<file path="src/rtl/tdss_pkg.sv">
// Shared constants, types and fixed-point helpers for the tridiagonal solver.
`timescale 1ns / 1ps
package tdss_pkg;

  localparam int MAX_ROWS  = 64;
  localparam int FRAC_BITS = 16;
  localparam int ROW_W     = $clog2(MAX_ROWS);
  localparam int CNT_W     = $clog2(MAX_ROWS + 1);
  localparam int DVD_W     = 32 + FRAC_BITS;

  // error codes, smaller nonzero code is more severe
  localparam logic [1:0] ERR_NONE = 2'd0;
  localparam logic [1:0] ERR_PIV  = 2'd1;
  localparam logic [1:0] ERR_OVF  = 2'd2;
  localparam logic [1:0] ERR_SAT  = 2'd3;

  typedef struct packed {
    logic        sat;
    logic [31:0] val;
  } fix_t;

  // sticky error update
  function automatic logic [1:0] err_merge(input logic [1:0] cur, input logic [1:0] code);
    err_merge = (cur == ERR_NONE || code < cur) ? code : cur;
  endfunction

  // product / 2^FRAC_BITS truncated toward zero, saturated to 32 bits
  function automatic fix_t q_scale(input logic signed [63:0] p);
    logic signed [63:0] bias;
    logic signed [63:0] t;
    fix_t               r;
    bias = (64'sd1 <<< FRAC_BITS) - 64'sd1;
    t = (p + (p[63] ? bias : 64'sd0)) >>> FRAC_BITS;
    if (t > 64'sh0000_0000_7FFF_FFFF) begin
      r.sat = 1'b1;
      r.val = 32'h7FFF_FFFF;
    end else if (t < -64'sh0000_0000_8000_0000) begin
      r.sat = 1'b1;
      r.val = 32'h8000_0000;
    end else begin
      r.sat = 1'b0;
      r.val = t[31:0];
    end
    return r;
  endfunction

  // saturating a - b
  function automatic fix_t sat_sub(input logic [31:0] a, input logic [31:0] b);
    logic [32:0] d;
    fix_t        r;
    d = {a[31], a} - {b[31], b};
    if (d[32] != d[31]) begin
      r.sat = 1'b1;
      r.val = d[32] ? 32'h8000_0000 : 32'h7FFF_FFFF;
    end else begin
      r.sat = 1'b0;
      r.val = d[31:0];
    end
    return r;
  endfunction

endpackage

</file>
<file path="src/rtl/tdss_div.sv">
// Radix-2 restoring divider: (num * 2^FRAC_BITS) / den, truncated, saturated.
`timescale 1ns / 1ps
module tdss_div (
  input  logic        clk,
  input  logic        rst_n,
  input  logic        start,
  input  logic [31:0] num,
  input  logic [31:0] den,
  output logic        done,
  output logic [31:0] quot,
  output logic        sat
);
  import tdss_pkg::*;

  localparam int IT_W = $clog2(DVD_W + 1);

  logic             run_r, run_nxt;
  logic [IT_W-1:0]  it_r, it_nxt;
  logic [DVD_W-1:0] dvd_r, dvd_nxt;
  logic [32:0]      rem_r, rem_nxt;
  logic [32:0]      dvs_r;
  logic             neg_r;
  logic             done_r, done_nxt;
  logic [31:0]      quot_r, quot_nxt;
  logic             sat_r, sat_nxt;
  logic [32:0]      rem_sh;
  logic [32:0]      num_mag;
  logic [32:0]      den_mag;
  logic [DVD_W-1:0] q_fin;

  assign num_mag = num[31] ? (33'd0 - {num[31], num}) : {1'b0, num};
  assign den_mag = den[31] ? (33'd0 - {den[31], den}) : {1'b0, den};
  assign rem_sh  = {rem_r[31:0], dvd_r[DVD_W-1]};

  // one quotient bit per cycle, then sign and saturate
  always_comb begin
    run_nxt  = run_r;
    it_nxt   = it_r;
    dvd_nxt  = dvd_r;
    rem_nxt  = rem_r;
    done_nxt = 1'b0;
    quot_nxt = quot_r;
    sat_nxt  = sat_r;
    q_fin    = dvd_r;
    if (start) begin
      run_nxt = 1'b1;
      it_nxt  = IT_W'(DVD_W);
      dvd_nxt = {num_mag[31:0], {FRAC_BITS{1'b0}}};
      rem_nxt = '0;
    end else if (run_r) begin
      if (rem_sh >= dvs_r) begin
        rem_nxt = rem_sh - dvs_r;
        dvd_nxt = {dvd_r[DVD_W-2:0], 1'b1};
      end else begin
        rem_nxt = rem_sh;
        dvd_nxt = {dvd_r[DVD_W-2:0], 1'b0};
      end
      it_nxt = it_r - IT_W'(1);
      if (it_r == IT_W'(1)) begin
        run_nxt  = 1'b0;
        done_nxt = 1'b1;
        q_fin    = dvd_nxt;
        if (!neg_r && q_fin > DVD_W'(32'h7FFF_FFFF)) begin
          sat_nxt  = 1'b1;
          quot_nxt = 32'h7FFF_FFFF;
        end else if (neg_r && q_fin > DVD_W'(33'h0_8000_0000)) begin
          sat_nxt  = 1'b1;
          quot_nxt = 32'h8000_0000;
        end else begin
          sat_nxt  = 1'b0;
          quot_nxt = neg_r ? (32'd0 - q_fin[31:0]) : q_fin[31:0];
        end
      end
    end
  end

  always_ff @(posedge clk) begin
    if (!rst_n) begin
      run_r  <= 1'b0;
      done_r <= 1'b0;
    end else begin
      run_r  <= run_nxt;
      done_r <= done_nxt;
    end
    it_r   <= it_nxt;
    dvd_r  <= dvd_nxt;
    rem_r  <= rem_nxt;
    quot_r <= quot_nxt;
    sat_r  <= sat_nxt;
    if (start) begin
      dvs_r <= den_mag;
      neg_r <= num[31] ^ den[31];
    end
  end

  assign done = done_r;
  assign quot = quot_r;
  assign sat  = sat_r;

endmodule

</file>
<file path="config.mk">
export PLATFORM = sky130hd
export DESIGN_NAME = tdss_div
export DESIGN_NICKNAME = d
export VERILOG_FILES = /design/src/rtl/tdss_pkg.sv /design/src/rtl/tdss_div.sv
export SDC_FILE = /design/constraint.sdc
export NUM_CORES = 1
export LEC_CHECK = 0
export CAP_MARGIN = 20
export CORE_UTILIZATION = 50
export CTS_CLUSTER_DIAMETER = 50
export DETAILED_ROUTE_END_ITERATION = 8
export DONT_BUFFER_PORTS = 1
export GPL_TIMING_DRIVEN = 0
export SLEW_MARGIN = 40
export SYNTH_ARGS = -nofsm -noshare
export SYNTH_HDL_FRONTEND = slang
export SYNTH_SLANG_ARGS = --single-unit
</file>
<file path="constraint.sdc">
create_clock -name clk -period 4.71 [get_ports clk]
set_clock_uncertainty 0.15 [all_clocks]
set_input_delay 0.942 -clock clk [delete_from_list [all_inputs] [get_ports clk]]
set_output_delay 0.942 -clock clk [all_outputs]
set_load 0.02 [all_outputs]
</file>
==> load_flow_metrics.sql, run 1 <==
INSERT INTO impl_metrics (metric_group, metric, value, unit) VALUES
('worst_setup_path', 'rr_worst_depth', '19', ''),
('worst_setup_path', 'required', '4.79', 'ns'),
('power', 'switchingPower', '1.01', 'mW'),
('power', 'share_seq_of_total_power', '45.6', '%'),
('sta', 'clock.fmax', '224', 'MHz'),
('synthesis', 'synth.most_common_cell', 'sky130_fd_sc_hd__edfxtp_1', ''),
('clock_network', 'cts.htree.levels', '4', ''),
('floorplanning', 'initial_core_util', '50.9', '%'),
('sta', 'max_slew_margin', '51.1', '%'),
('finish', 'final_util', '55.5', '%'),
('sta', 'setup_viol_count_final', '0', ''),
('global_route', 'grt_pass1_vias', '7517', ''),
('sta', 'worstMarginPinSlew', '0.730', 'ns'),
('placement', 'io_buffers', '0', ''),
('sta', 'finalHoldViolCount', '0', ''),
('synthesis', 'synth.net_count', '1155', ''),
('clock_network', 'cts_made_buffers', '17', ''),
('run_status', 'outcome', 'finished clean', ''),
('synthesis', 'synth_enable_flop_cells', '99', ''),
('power', 'clockPowerShare', '36.2', '%'),
('power', 'swShare', '28.4', '%'),
('synthesis', 'synth.cell_area', '0.00987', 'sq mm'),
('floorplanning', 'dieWidth', '142', 'um'),
('route', 'wl', '24.4', 'mm'),
('clock_network', 'clockRootBuffer', 'sky130_fd_sc_hd__clkbuf_16', ''),
('clock_network', 'clock_latency', '0.43', 'ns'),
('global_route', 'grt_pass1_wl', '39.4', 'mm'),
('route', 'drt-initial-drc-count', '338', ''),
('synthesis', 'synth.cells.most_frequent', 'sky130_fd_sc_hd__edfxtp_1, sky130_fd_sc_hd__nand2_1, sky130_fd_sc_hd__nor2_1', ''),
('sta', 'period_share', '94.9', '%'),
('power', 'power_leakage', '3.97', 'nW'),
('worst_setup_path', 'crit_path_max_fanout', '16', ''),
('clock_network', 'clk_pin_slew', '0.07', 'ns'),
('power', 'combinationalPowerShare', '18.1', '%'),
('synthesis', 'synthesis.instances', '1049', ''),
('clock_network', 'max-clock-path-buffers', '2', ''),
('power', 'p_int', '2.53', 'mW'),
('global_route', 'antenna_found_initial', '0', ''),
('global_route', 'grt_util_all_layers', '25.2', '%'),
('finish', 'final_nets', '1174', ''),
('floorplanning', 'row_count', '51', ''),
('synthesis', 'synth_cell_types', '82', ''),
('synthesis', 'synth_area_leader_cell', 'sky130_fd_sc_hd__edfxtp_1', ''),
('worst_hold_path', 'min_delay_path_depth', '2', ''),
('route', 'detailedRoute.firstPassIterationCount', '4', ''),
('worst_setup_path', 'critical_path.endpoint_type', 'flip-flop', ''),
('placement', 'post_dp_hpwl', '18.9', 'mm'),
('sta', 'finalMaxSlewViolations', '0', ''),
('floorplanning', 'die_y', '142', 'um'),
('floorplanning', 'design.die.area', '0.0203', 'sq mm'),
('route', 'drtAntennaViolNets', '0', ''),
('finish', 'final_layout_size_suffix_gt1_share', '7.40', '%'),
('route', 'number_of_vias_in_the_routed_layout', '7849', ''),
('worst_hold_path', 'hold_path_class', 'reg2reg', ''),
('synthesis', 'synth_sequential_area_ratio', '41.5', '%'),
('sta', 'grt_setup_unrepaired', 'false', ''),
('sta', 'min_period', '4.47', 'ns'),
('global_route', 'grt_max_degree', '36', ''),
('synthesis', 'synth_top_cells_by_area', 'sky130_fd_sc_hd__edfxtp_1, sky130_fd_sc_hd__dfxtp_1, sky130_fd_sc_hd__xnor2_1', ''),
('clock_network', 'clock_sink_count', '155', ''),
('job', 'max-cap-violations', '0', ''),
('route', 'drt-wirelength-per-cell', '18.2', 'um'),
('synthesis', 'yosysWarnings', '0', ''),
('synthesis', 'asyncSetResetFlopFracSynth', '0', '%'),
('floorplanning', 'io_pins', '101', ''),
('route', 'avgViaCountPerCell', '5.83', ''),
('worst_setup_path', 'arrival', '4.54', 'ns'),
('placement', 'place.gp.congestion', '0.921', ''),
('finish', 'antenna_cells_inserted', '0', ''),
('placement', 'placement_setup_slack', '-0.449', 'ns'),
('finish', 'fillerInstances', '1855', '');
-- layout by cell type (no fill, tap or decap), types with 13 or more instances in the layout --
cell type                   instances
sky130_fd_sc_hd__edfxtp_1          99
sky130_fd_sc_hd__a21oi_1           36
sky130_fd_sc_hd__nor3_1            22
sky130_fd_sc_hd__clkbuf_1          37
sky130_fd_sc_hd__nand2_1           91
sky130_fd_sc_hd__o31ai_1           23
sky130_fd_sc_hd__clkbuf_16         17
sky130_fd_sc_hd__a22o_1            27
sky130_fd_sc_hd__a311oi_1          15
sky130_fd_sc_hd__inv_1             58
sky130_fd_sc_hd__xnor2_1           76
sky130_fd_sc_hd__dfxtp_1           56
sky130_fd_sc_hd__o41ai_1           13
sky130_fd_sc_hd__ha_1              38
sky130_fd_sc_hd__o21ai_0           72
sky130_fd_sc_hd__nand2b_1          15
sky130_fd_sc_hd__o21a_1            13
sky130_fd_sc_hd__mux2i_1           20
sky130_fd_sc_hd__nand3_1           28
sky130_fd_sc_hd__nor2_1            79
sky130_fd_sc_hd__xor2_1            18
sky130_fd_sc_hd__or3_1             17
-- per-layer routing --
| layer | GRT usage (%) | part of all wire [%] |
|---|---|---|
| met1 | 32.4 | 46 |
| met2 | 42.9 | 48 |
| met3 | 3.50 | 3.9 |
| met4 | 9.17 | 2.2 |
| met5 | 0 | 0 |
-- path summary, 6_finish.rpt --
check	startpoint	endpoint	slack, ns
setup reg to reg	dvs_r[4]	quot[9]	0.24
setup / recovery	dvs_r[4]	quot[9]	0.24
hold / removal	rem_r[26]	rem_r[26]	0.35
hold reg to reg	rem_r[26]	rem_r[26]	0.35
-- logic make-up (layout without fill, tap and decap cells) --
| kind of cell | Yosys count | in the layout | synth area share, % |
|---|---|---|---|
| simple gates | 330 | 330 | 16.6 |
| compound gates | 297 | 297 | 21.8 |
| flops | 155 | 155 | 41.5 |
| buf+inv | 113 | 145 | 4.68 |
| xor+xnor | 94 | 94 | 8.34 |
| fa+ha+maj | 39 | 39 | 5.02 |
| mux | 20 | 20 | 2.03 |
| other cells | 1 | 1 | 0.0380 |
-- critical path, stage by stage, from the launching register on --
cell and delay [ns]:
sky130_fd_sc_hd__edfxtp_1 0.32, sky130_fd_sc_hd__inv_1 0.05, sky130_fd_sc_hd__ha_1 0.37, sky130_fd_sc_hd__a21o_1 0.23, sky130_fd_sc_hd__a31oi_4 0.21, sky130_fd_sc_hd__a211oi_2 0.11, sky130_fd_sc_hd__o21a_1 0.24, sky130_fd_sc_hd__o311a_4 0.39
sky130_fd_sc_hd__o21ai_4 0.16, sky130_fd_sc_hd__and2_1 0.17, sky130_fd_sc_hd__buf_8 0.19, sky130_fd_sc_hd__ha_1 0.21, sky130_fd_sc_hd__inv_1 0.09, sky130_fd_sc_hd__nor2_4 0.16, sky130_fd_sc_hd__and3_1 0.21, sky130_fd_sc_hd__a21oi_1 0.11
sky130_fd_sc_hd__and2_1 0.23, sky130_fd_sc_hd__nor2_1 0.20, sky130_fd_sc_hd__nand2_1 0.17, sky130_fd_sc_hd__o311ai_1 0.31
-- per-stage QoR --
stage / hold WS (ns) / setup TNS (ns) / instances / power, mW / area (sq um)
after floorplan: 0.303 / 0 / 1049 / 2.12 / 9870
after global placement: 0.334 / -8.79 / 1314 / 2.27 / 10200
after detailed placement: 0.343 / -7.98 / 1314 / 2.28 / 10200
after CTS: 0.353 / 0 / 1347 / 3.56 / 10800
after global routing: 0.377 / 0 / 1346 / 3.71 / 10800
final: 0.350 / 0 / 1346 / 3.54 / 10800
-- power groups by stage --
stage / logic [mW] / clock network, mW / registers, mW
detailed placement: 0.634 / 0 / 1.64
global route: 0.717 / 1.36 / 1.62
CTS: 0.638 / 1.31 / 1.61
finish: 0.641 / 1.28 / 1.61
floorplan: 0.504 / 0 / 1.62
global placement: 0.632 / 0 / 1.64
-- timing repair --
action,CTS,global route
resized for setup,3,5
setup buffers,1,0
hold buffers,0,0
endpoints found under the setup margin,29,22
pin swaps,1,0
-- layout make-up --
class | instances | area [sq um] | area share [%]
Multi-Input combinational cell | 781 | 5330 | 49.5
Sequential cell | 155 | 4090 | 38.0
Clock buffer | 21 | 465 | 4.32
Tap cell | 265 | 332 | 3.08
Buffer | 52 | 235 | 2.18
Inverter | 60 | 228 | 2.11
Clock inverter | 11 | 82.6 | 0.767
Timing Repair Buffer | 1 | 7.51 | 0.0697
-- state kept, by name (all words and copies together) (netlist names) --
signal and flops:
quot 32, rem_r 32, dvd_r 48, it_r 6
run_r 1, sat 1, dvs_r 33, neg_r 1
done 1
(Power assumes the default switching activity.)
==> run 2, diff against run 1 <==
--- a/config.mk
+++ b/config.mk
@@ -7,10 +7,12 @@
 export LEC_CHECK = 0
 export CAP_MARGIN = 20
 export CORE_UTILIZATION = 50
+export CTS_BUF_LIST = sky130_fd_sc_hd__clkbuf_2 sky130_fd_sc_hd__clkbuf_4 sky130_fd_sc_hd__clkbuf_8
 export CTS_CLUSTER_DIAMETER = 50
 export DETAILED_ROUTE_END_ITERATION = 8
 export DONT_BUFFER_PORTS = 1
 export GPL_TIMING_DRIVEN = 0
+export HOLD_SLACK_MARGIN = 0.08
 export SLEW_MARGIN = 40
 export SYNTH_ARGS = -nofsm -noshare
 export SYNTH_HDL_FRONTEND = slang
==> load_flow_metrics.sql, run 2 (same netlist as run 1, synthesis figures left out) <==
INSERT INTO impl_metrics (metric_group, metric, value, unit) VALUES
('sta', 'clock.fmax', '224', 'MHz'),
('sta', 'finalHoldViolCount', '0', ''),
('floorplanning', 'dieWidth', '142', 'um'),
('global_route', 'grt_remaining_overflow', '0', ''),
('placement', 'place.detailed.instances', '1314', ''),
('floorplanning', 'initial_core_util', '50.9', '%'),
('worst_hold_path', 'hold_path_class', 'reg2reg', ''),
('power', 'p_per_area', '302', 'mW/mm^2'),
('worst_setup_path', 'max_stage_delay', '0.39', 'ns'),
('finish', 'fillerInstances', '1891', ''),
('clock_network', 'holdBufCountCts', '0', ''),
('worst_setup_path', 'required', '4.84', 'ns'),
('worst_setup_path', 'critPathLaunchType', 'flip-flop', ''),
('finish', 'total_area_of_multi_input_combinational_cells', '0.00533', 'sq mm'),
('finish', 'top_register', 'dvd_r', ''),
('floorplanning', 'design.die.area', '0.0203', 'sq mm'),
('floorplanning', 'io_pins', '101', ''),
('placement', 'placement_setup_slack', '-0.449', 'ns'),
('global_route', 'grt_max_degree', '36', ''),
('clock_network', 'clk_pin_slew', '0.09', 'ns'),
('sta', 'max_slew_margin', '51.7', '%'),
('clock_network', 'tritoncts', 'yes', ''),
('route', 'drtAntennaViolNets', '0', ''),
('sta', 'worst_hold_slack', '0.361', 'ns'),
('worst_setup_path', 'worstSetupPathType', 'reg2reg', ''),
('clock_network', 'clock_sink_count', '155', ''),
('worst_hold_path', 'worst_hold_startpoint', 'it_r[0]', ''),
('finish', 'final_layout_size_suffix_gt1_share', '7.40', '%'),
('placement', 'io_buffers', '0', ''),
('finish', 'mostFrequentLayoutCells', 'sky130_fd_sc_hd__edfxtp_1, sky130_fd_sc_hd__nand2_1, sky130_fd_sc_hd__nor2_1', ''),
('sta', 'setup_ws', '0.237', 'ns'),
('finish', 'seq_area', '0.00409', 'sq mm'),
('floorplanning', 'die_y', '142', 'um'),
('worst_setup_path', 'timing.critical_path.slowest_stage_cell', 'sky130_fd_sc_hd__o311a_4', ''),
('worst_setup_path', 'path_cells', 'inv_1 -> ha_1 -> a21o_1 -> a31oi_4 -> a211oi_2 -> o21a_1 -> o311a_4 -> o21ai_4 -> and2_1 -> buf_8 -> ha_1 -> inv_1 -> nor2_4 -> and3_1 -> a21oi_1 -> and2_1 -> nor2_1 -> nand2_1 -> o311ai_1', ''),
('route', 'detailedRoute.firstPassIterationCount', '4', ''),
('floorplanning', 'core_area', '0.0194', 'sq mm'),
('placement', 'place.gp.congestion', '0.921', ''),
('clock_network', 'cts.htree.levels', '4', ''),
('global_route', 'grt_pass1_vias', '7475', ''),
('clock_network', 'cts_made_buffers', '17', ''),
('power', 'power_leakage', '3.88', 'nW'),
('floorplanning', 'row_count', '51', ''),
('clock_network', 'clock_latency', '0.47', 'ns'),
('sta', 'setup_viol_count_final', '0', ''),
('sta', 'finalMaxSlewViolations', '0', ''),
('route', 'avgViaCountPerCell', '5.84', ''),
('worst_setup_path', 'critical_path.endpoint_type', 'flip-flop', ''),
('clock_network', 'clockRootBuffer', 'sky130_fd_sc_hd__clkbuf_8', ''),
('finish', 'largest_register_ff_count', '48', ''),
('power', 'overall_power_after_layout', '3.19', 'mW'),
('finish', 'final_util', '54.5', '%'),
('global_route', 'antenna_found_initial', '0', ''),
('worst_setup_path', 'arrival', '4.60', 'ns'),
('run_status', 'outcome', 'finished clean', ''),
('job', 'max-cap-violations', '0', ''),
('finish', 'layout.cells.non_filler', '1346', ''),
('route', 'wl', '24.5', 'mm'),
('clock_network', 'max-clock-path-buffers', '2', ''),
('global_route', 'grt_pass1_wl', '39.4', 'mm'),
('route', 'drt-initial-drc-count', '398', ''),
('finish', 'reg.largest.list', 'dvd_r: 48 flops, dvs_r: 33 flops', ''),
('sta', 'period_share', '95.0', '%'),
('placement', 'post_dp_hpwl', '18.9', 'mm'),
('route', 'number_of_vias_in_the_routed_layout', '7857', ''),
('worst_setup_path', 'worstSetupStartpoint', 'dvs_r[4]', ''),
('global_route', 'grt_util_all_layers', '25.2', '%'),
('finish', 'final_nets', '1174', ''),
('sta', 'grt_setup_unrepaired', 'false', ''),
('power', 'worst_ir_drop_vdd', '189', 'uV'),
('route', 'drt-wirelength-per-cell', '18.2', 'um'),
('finish', 'antenna_cells_inserted', '0', ''),
('finish', 'leading_cell_type_in_the_layout_fill_and_taps_excluded', 'sky130_fd_sc_hd__edfxtp_1', ''),
('sta', 'worstMarginPinSlew', '0.722', 'ns'),
('route', 'detail_route.drc_violations', '0', ''),
('worst_setup_path', 'r2r_start', 'dvs_r[4]', ''),
('worst_setup_path', 'crit_path_max_fanout', '16', ''),
('finish', 'area_growth_syn_to_layout', '7.25', '%'),
('sta', 'min_period', '4.47', 'ns');
run 2: cell counts in the layout (fill, tap and decap cells not counted):
No cell type changed its count.
run 2: final timing paths:
kind / to / slack, ns / depth (start not counted)
worst max-delay path: quot[9] / 0.24 / 19
worst min-delay path: it_r[0] / 0.36 / 2
worst max register to register: quot[9] / 0.24 / 19
worst min register to register: it_r[0] / 0.36 / 2
run 2: metal layers:
layer  part of all wire (%)  vias to the layer above  global-route usage [%]  wire length (um)
met5                      0                        -                       0                 0
met2                     48                      204                    43.0             11600
met3                    3.6                       36                    3.57               879
met1                     46                     3676                    32.4             11300
met4                    2.5                        0                    9.45               601
li1                       -                     3941                       -                 -
run 2: critical path, delay by kind of cell (launching register included):
family | cells | cell delay (ns)
AOI/OAI and AO/OA | 8 | 1.76
and+or+nand+nor | 6 | 1.15
adders and majority gates | 2 | 0.58
DFF | 1 | 0.33
buffers and inverters | 3 | 0.33
run 2: where the power goes:
group | total (mW) | internal (mW) | switching, mW
Clock | 0.937 | 0.407 | 0.530
Combinational | 0.641 | 0.264 | 0.377
Sequential | 1.61 | 1.55 | 0.0637
run 2: cell type report:
type,instances,area share [%]
plain buffers,52,2.22
well taps,265,3.13
multi-input cells,781,50.4
repair buffers,1,0.0709
inverters,60,2.15
clock buffers,21,2.59
clock inverters,11,0.780
flip-flops and latches,155,38.7
run 2: through the flow:
step	setup TNS (ns)	area [sq um]
6_report	0	10600
5_1_grt	0	10600
4_1_cts	0	10600
3_5_place_dp	-7.98	10200
3_3_place_gp	-8.79	10200
2_1_floorplan	0	9870
run 2: timing repair:
action	4_1_cts	5_1_grt
resized for setup	2	6
endpoints found under the hold margin	0	0
setup endpoints to repair	29	14
pin swaps	1	0
buffers inserted	1	0
==> run 3, diff against run 2 <==
--- a/config.mk
+++ b/config.mk
@@ -6,13 +6,16 @@
 export NUM_CORES = 1
 export LEC_CHECK = 0
 export CAP_MARGIN = 20
-export CORE_UTILIZATION = 50
+export CELL_PAD_IN_SITES_DETAIL_PLACEMENT = 2
+export CELL_PAD_IN_SITES_GLOBAL_PLACEMENT = 2
+export CORE_UTILIZATION = 42
 export CTS_BUF_LIST = sky130_fd_sc_hd__clkbuf_2 sky130_fd_sc_hd__clkbuf_4 sky130_fd_sc_hd__clkbuf_8
 export CTS_CLUSTER_DIAMETER = 50
 export DETAILED_ROUTE_END_ITERATION = 8
 export DONT_BUFFER_PORTS = 1
 export GPL_TIMING_DRIVEN = 0
 export HOLD_SLACK_MARGIN = 0.08
+export PLACE_DENSITY_LB_ADDON = 0.1
 export SLEW_MARGIN = 40
 export SYNTH_ARGS = -nofsm -noshare
 export SYNTH_HDL_FRONTEND = slang
==> load_flow_metrics.sql, run 3 (same netlist as run 1, synthesis figures left out) <==
INSERT INTO impl_metrics (metric_group, metric, value, unit) VALUES
('clock_network', 'holdBufCountCts', '0', ''),
('worst_setup_path', 'critical_path.endpoint_type', 'flip-flop', ''),
('clock_network', 'clock_latency', '0.48', 'ns'),
('route', 'drt-wirelength-per-cell', '22.3', 'um'),
('clock_network', 'clock_sink_count', '155', ''),
('worst_setup_path', 'worstSetupPathType', 'reg2reg', ''),
('route', 'drtAntennaViolNets', '0', ''),
('worst_setup_path', 'crit_path_max_fanout', '16', ''),
('finish', 'antenna_cells_inserted', '0', ''),
('power', 'power_leakage', '3.96', 'nW'),
('sta', 'max_slew_margin', '43.8', '%'),
('finish', 'leading_cell_type_in_the_layout_fill_and_taps_excluded', 'sky130_fd_sc_hd__edfxtp_1', ''),
('run_status', 'outcome', 'finished clean', ''),
('sta', 'period_share', '96.9', '%'),
('power', 'p_int', '2.48', 'mW'),
('placement', 'placedInstanceArea', '0.0103', 'sq mm'),
('global_route', 'antenna_found_initial', '0', ''),
('floorplanning', 'die_y', '155', 'um'),
('worst_setup_path', 'critPathLaunchType', 'flip-flop', ''),
('clock_network', 'max-clock-path-buffers', '2', ''),
('worst_hold_path', 'worst_hold_startpoint', 'it_r[5]', ''),
('floorplanning', 'design.die.area', '0.0241', 'sq mm'),
('placement', 'io_buffers', '0', ''),
('floorplanning', 'io_pins', '101', ''),
('global_route', 'grt_pass1_vias', '8936', ''),
('placement', 'post_dp_hpwl', '23.5', 'mm'),
('floorplanning', 'initial_core_util', '43.2', '%'),
('global_route', 'grt_remaining_overflow', '0', ''),
('floorplanning', 'row_count', '55', ''),
('finish', 'mostFrequentLayoutCells', 'sky130_fd_sc_hd__edfxtp_1, sky130_fd_sc_hd__nand2_1, sky130_fd_sc_hd__nor2_1', ''),
('worst_hold_path', 'min_delay_path_depth', '2', ''),
('power', 'share_seq_of_total_power', '45.4', '%'),
('power', 'combinationalPowerShare', '19.6', '%'),
('worst_setup_path', 'required', '4.88', 'ns'),
('clock_network', 'cts.htree.levels', '4', ''),
('power', 'clockPowerShare', '35.0', '%'),
('worst_setup_path', 'r2r_start', 'rem_r[9]', ''),
('finish', 'final_layout_size_suffix_gt1_share', '8.29', '%'),
('worst_setup_path', 'r2r-end', 'quot[25]', ''),
('finish', 'final_nets', '1178', ''),
('clock_network', 'clockRootBuffer', 'sky130_fd_sc_hd__clkbuf_8', ''),
('worst_setup_path', 'ff2ff_setup_slack', '0.14', 'ns'),
('power', 'worst_ir_drop_vdd', '150', 'uV'),
('job', 'max-cap-violations', '0', ''),
('worst_setup_path', 'arrival', '4.73', 'ns'),
('route', 'avgViaCountPerCell', '6.00', ''),
('clock_network', 'clk_pin_slew', '0.10', 'ns'),
('sta', 'setup_viol_count_final', '0', ''),
('route', 'detailedRoute.firstPassIterationCount', '6', ''),
('finish', 'fillerInstances', '2531', ''),
('finish', 'top_register', 'dvd_r', ''),
('clock_network', 'tritoncts', 'yes', ''),
('placement', 'place.gp.congestion', '0.864', ''),
('worst_hold_path', 'hold_path_class', 'reg2reg', ''),
('sta', 'min_period', '4.57', 'ns'),
('global_route', 'grt_max_degree', '36', ''),
('finish', 'area_growth_syn_to_layout', '9.75', '%'),
('route', 'number_of_vias_in_the_routed_layout', '8385', ''),
('sta', 'setup_ws', '0.145', 'ns'),
('sta', 'worstMarginPinSlew', '0.842', 'ns'),
('sta', 'clock.fmax', '219', 'MHz'),
('global_route', 'grt_util_all_layers', '26.4', '%'),
('floorplanning', 'core_area', '0.0228', 'sq mm'),
('finish', 'reg.largest.list', 'dvd_r: 48 flops, dvs_r: 33 flops', ''),
('route', 'wl', '31.1', 'mm'),
('finish', 'largest_register_ff_count', '48', ''),
('clock_network', 'cts_made_buffers', '17', ''),
('power', 'swShare', '30.6', '%'),
('worst_setup_path', 'rr_worst_depth', '20', ''),
('route', 'drt-initial-drc-count', '403', ''),
('finish', 'final_util', '47.4', '%'),
('global_route', 'grt_pass1_wl', '48.9', 'mm'),
('route', 'detail_route.drc_violations', '0', ''),
('finish', 'finalInstanceArea', '0.0108', 'sq mm'),
('power', 'p_per_area', '329', 'mW/mm^2'),
('sta', 'finalHoldViolCount', '0', ''),
('floorplanning', 'dieWidth', '155', 'um'),
('placement', 'placement_setup_slack', '-0.719', 'ns'),
('worst_hold_path', 'min_to', 'it_r[5]', ''),
('power', 'switchingPower', '1.09', 'mW'),
('sta', 'finalMaxSlewViolations', '0', '');
[run 3: cell count changes in the layout (fill, tap and decap cells not counted), sizes merged]
cell	delta
bufinv	+5
clkbuf	-4
clkinv	-5
buf	+4
inv	+4
[run 3: what timing repair did]
item / CTS / global route
buffers inserted: 1 / 4
pin swaps: 1 / 3
cloned: 0 / 0
endpoints found under the setup margin: 32 / 17
gates resized for setup: 5 / 14
[run 3: through the flow]
step	total power, mW	cells	hold WS, ns	setup TNS (ns)
finish	3.57	1398	0.357	0
global route	3.72	1398	0.383	-0.0157
CTS	3.58	1394	0.365	0
detailed placement	2.33	1362	0.340	-14.88
global placement	2.29	1362	0.331	-11.65
floorplan	2.12	1049	0.303	0
[run 3: worst max path at each step]
stage | from | endpoint | slack (ns) | depth (start not counted)
floorplan | dvs_r[1] | quot[21] | 0.58 | 20
global placement | dvs_r[1] | quot[24] | -0.59 | 20
detailed placement | dvs_r[1] | quot[12] | -0.72 | 19
CTS | dvs_r[4] | quot[23] | 0.01 | 21
global route | dvs_r[4] | quot[19] | -0.009 | 19
finish | rem_r[9] | quot[25] | 0.14 | 20
[run 3: critical path: stages, from the launching register on]
cell and delay [ns]:
sky130_fd_sc_hd__dfxtp_1 0.37, sky130_fd_sc_hd__ha_1 0.39, sky130_fd_sc_hd__a21oi_2 0.25, sky130_fd_sc_hd__o21ai_2 0.11
sky130_fd_sc_hd__o31a_1 0.24, sky130_fd_sc_hd__o31a_1 0.27, sky130_fd_sc_hd__o311a_4 0.35, sky130_fd_sc_hd__o21ai_4 0.20
sky130_fd_sc_hd__and2_1 0.19, sky130_fd_sc_hd__buf_8 0.19, sky130_fd_sc_hd__ha_2 0.22, sky130_fd_sc_hd__inv_1 0.08
sky130_fd_sc_hd__nor2_4 0.16, sky130_fd_sc_hd__and3_4 0.21, sky130_fd_sc_hd__a21oi_1 0.11, sky130_fd_sc_hd__nand2_2 0.17
sky130_fd_sc_hd__nand2_4 0.13, sky130_fd_sc_hd__buf_6 0.19, sky130_fd_sc_hd__o21ai_1 0.19, sky130_fd_sc_hd__o31ai_1 0.11
sky130_fd_sc_hd__o21ai_1 0.13
[run 3: power by group through the flow]
| stage | Sequential (mW) | Clock (mW) | Combinational [mW] |
|---|---|---|---|
| 2_1_floorplan | 1.62 | 0 | 0.504 |
| 6_report | 1.62 | 1.25 | 0.697 |
| 3_5_place_dp | 1.65 | 0 | 0.677 |
| 5_1_grt | 1.63 | 1.32 | 0.769 |
| 3_3_place_gp | 1.64 | 0 | 0.649 |
| 4_1_cts | 1.62 | 1.28 | 0.687 |
[run 3: per-layer routing]
metal	track usage, %	wire, um	share of wire, %
met5	0	0	0
met4	9.66	707	2.3
met3	3.40	768	2.5
met2	47.2	15700	50
met1	32.5	14000	45
[run 3: cell type report]
class | instances | area [sq um] | area share [%]
clock buffer | 17 | 234 | 2.16
sequential | 155 | 4090 | 37.8
buffer | 52 | 241 | 2.23
inverter | 60 | 228 | 2.10
tap | 313 | 392 | 3.62
multi-input combinational | 781 | 5360 | 49.5
clock inverter | 15 | 245 | 2.26
timing repair buffer | 5 | 37.5 | 0.347
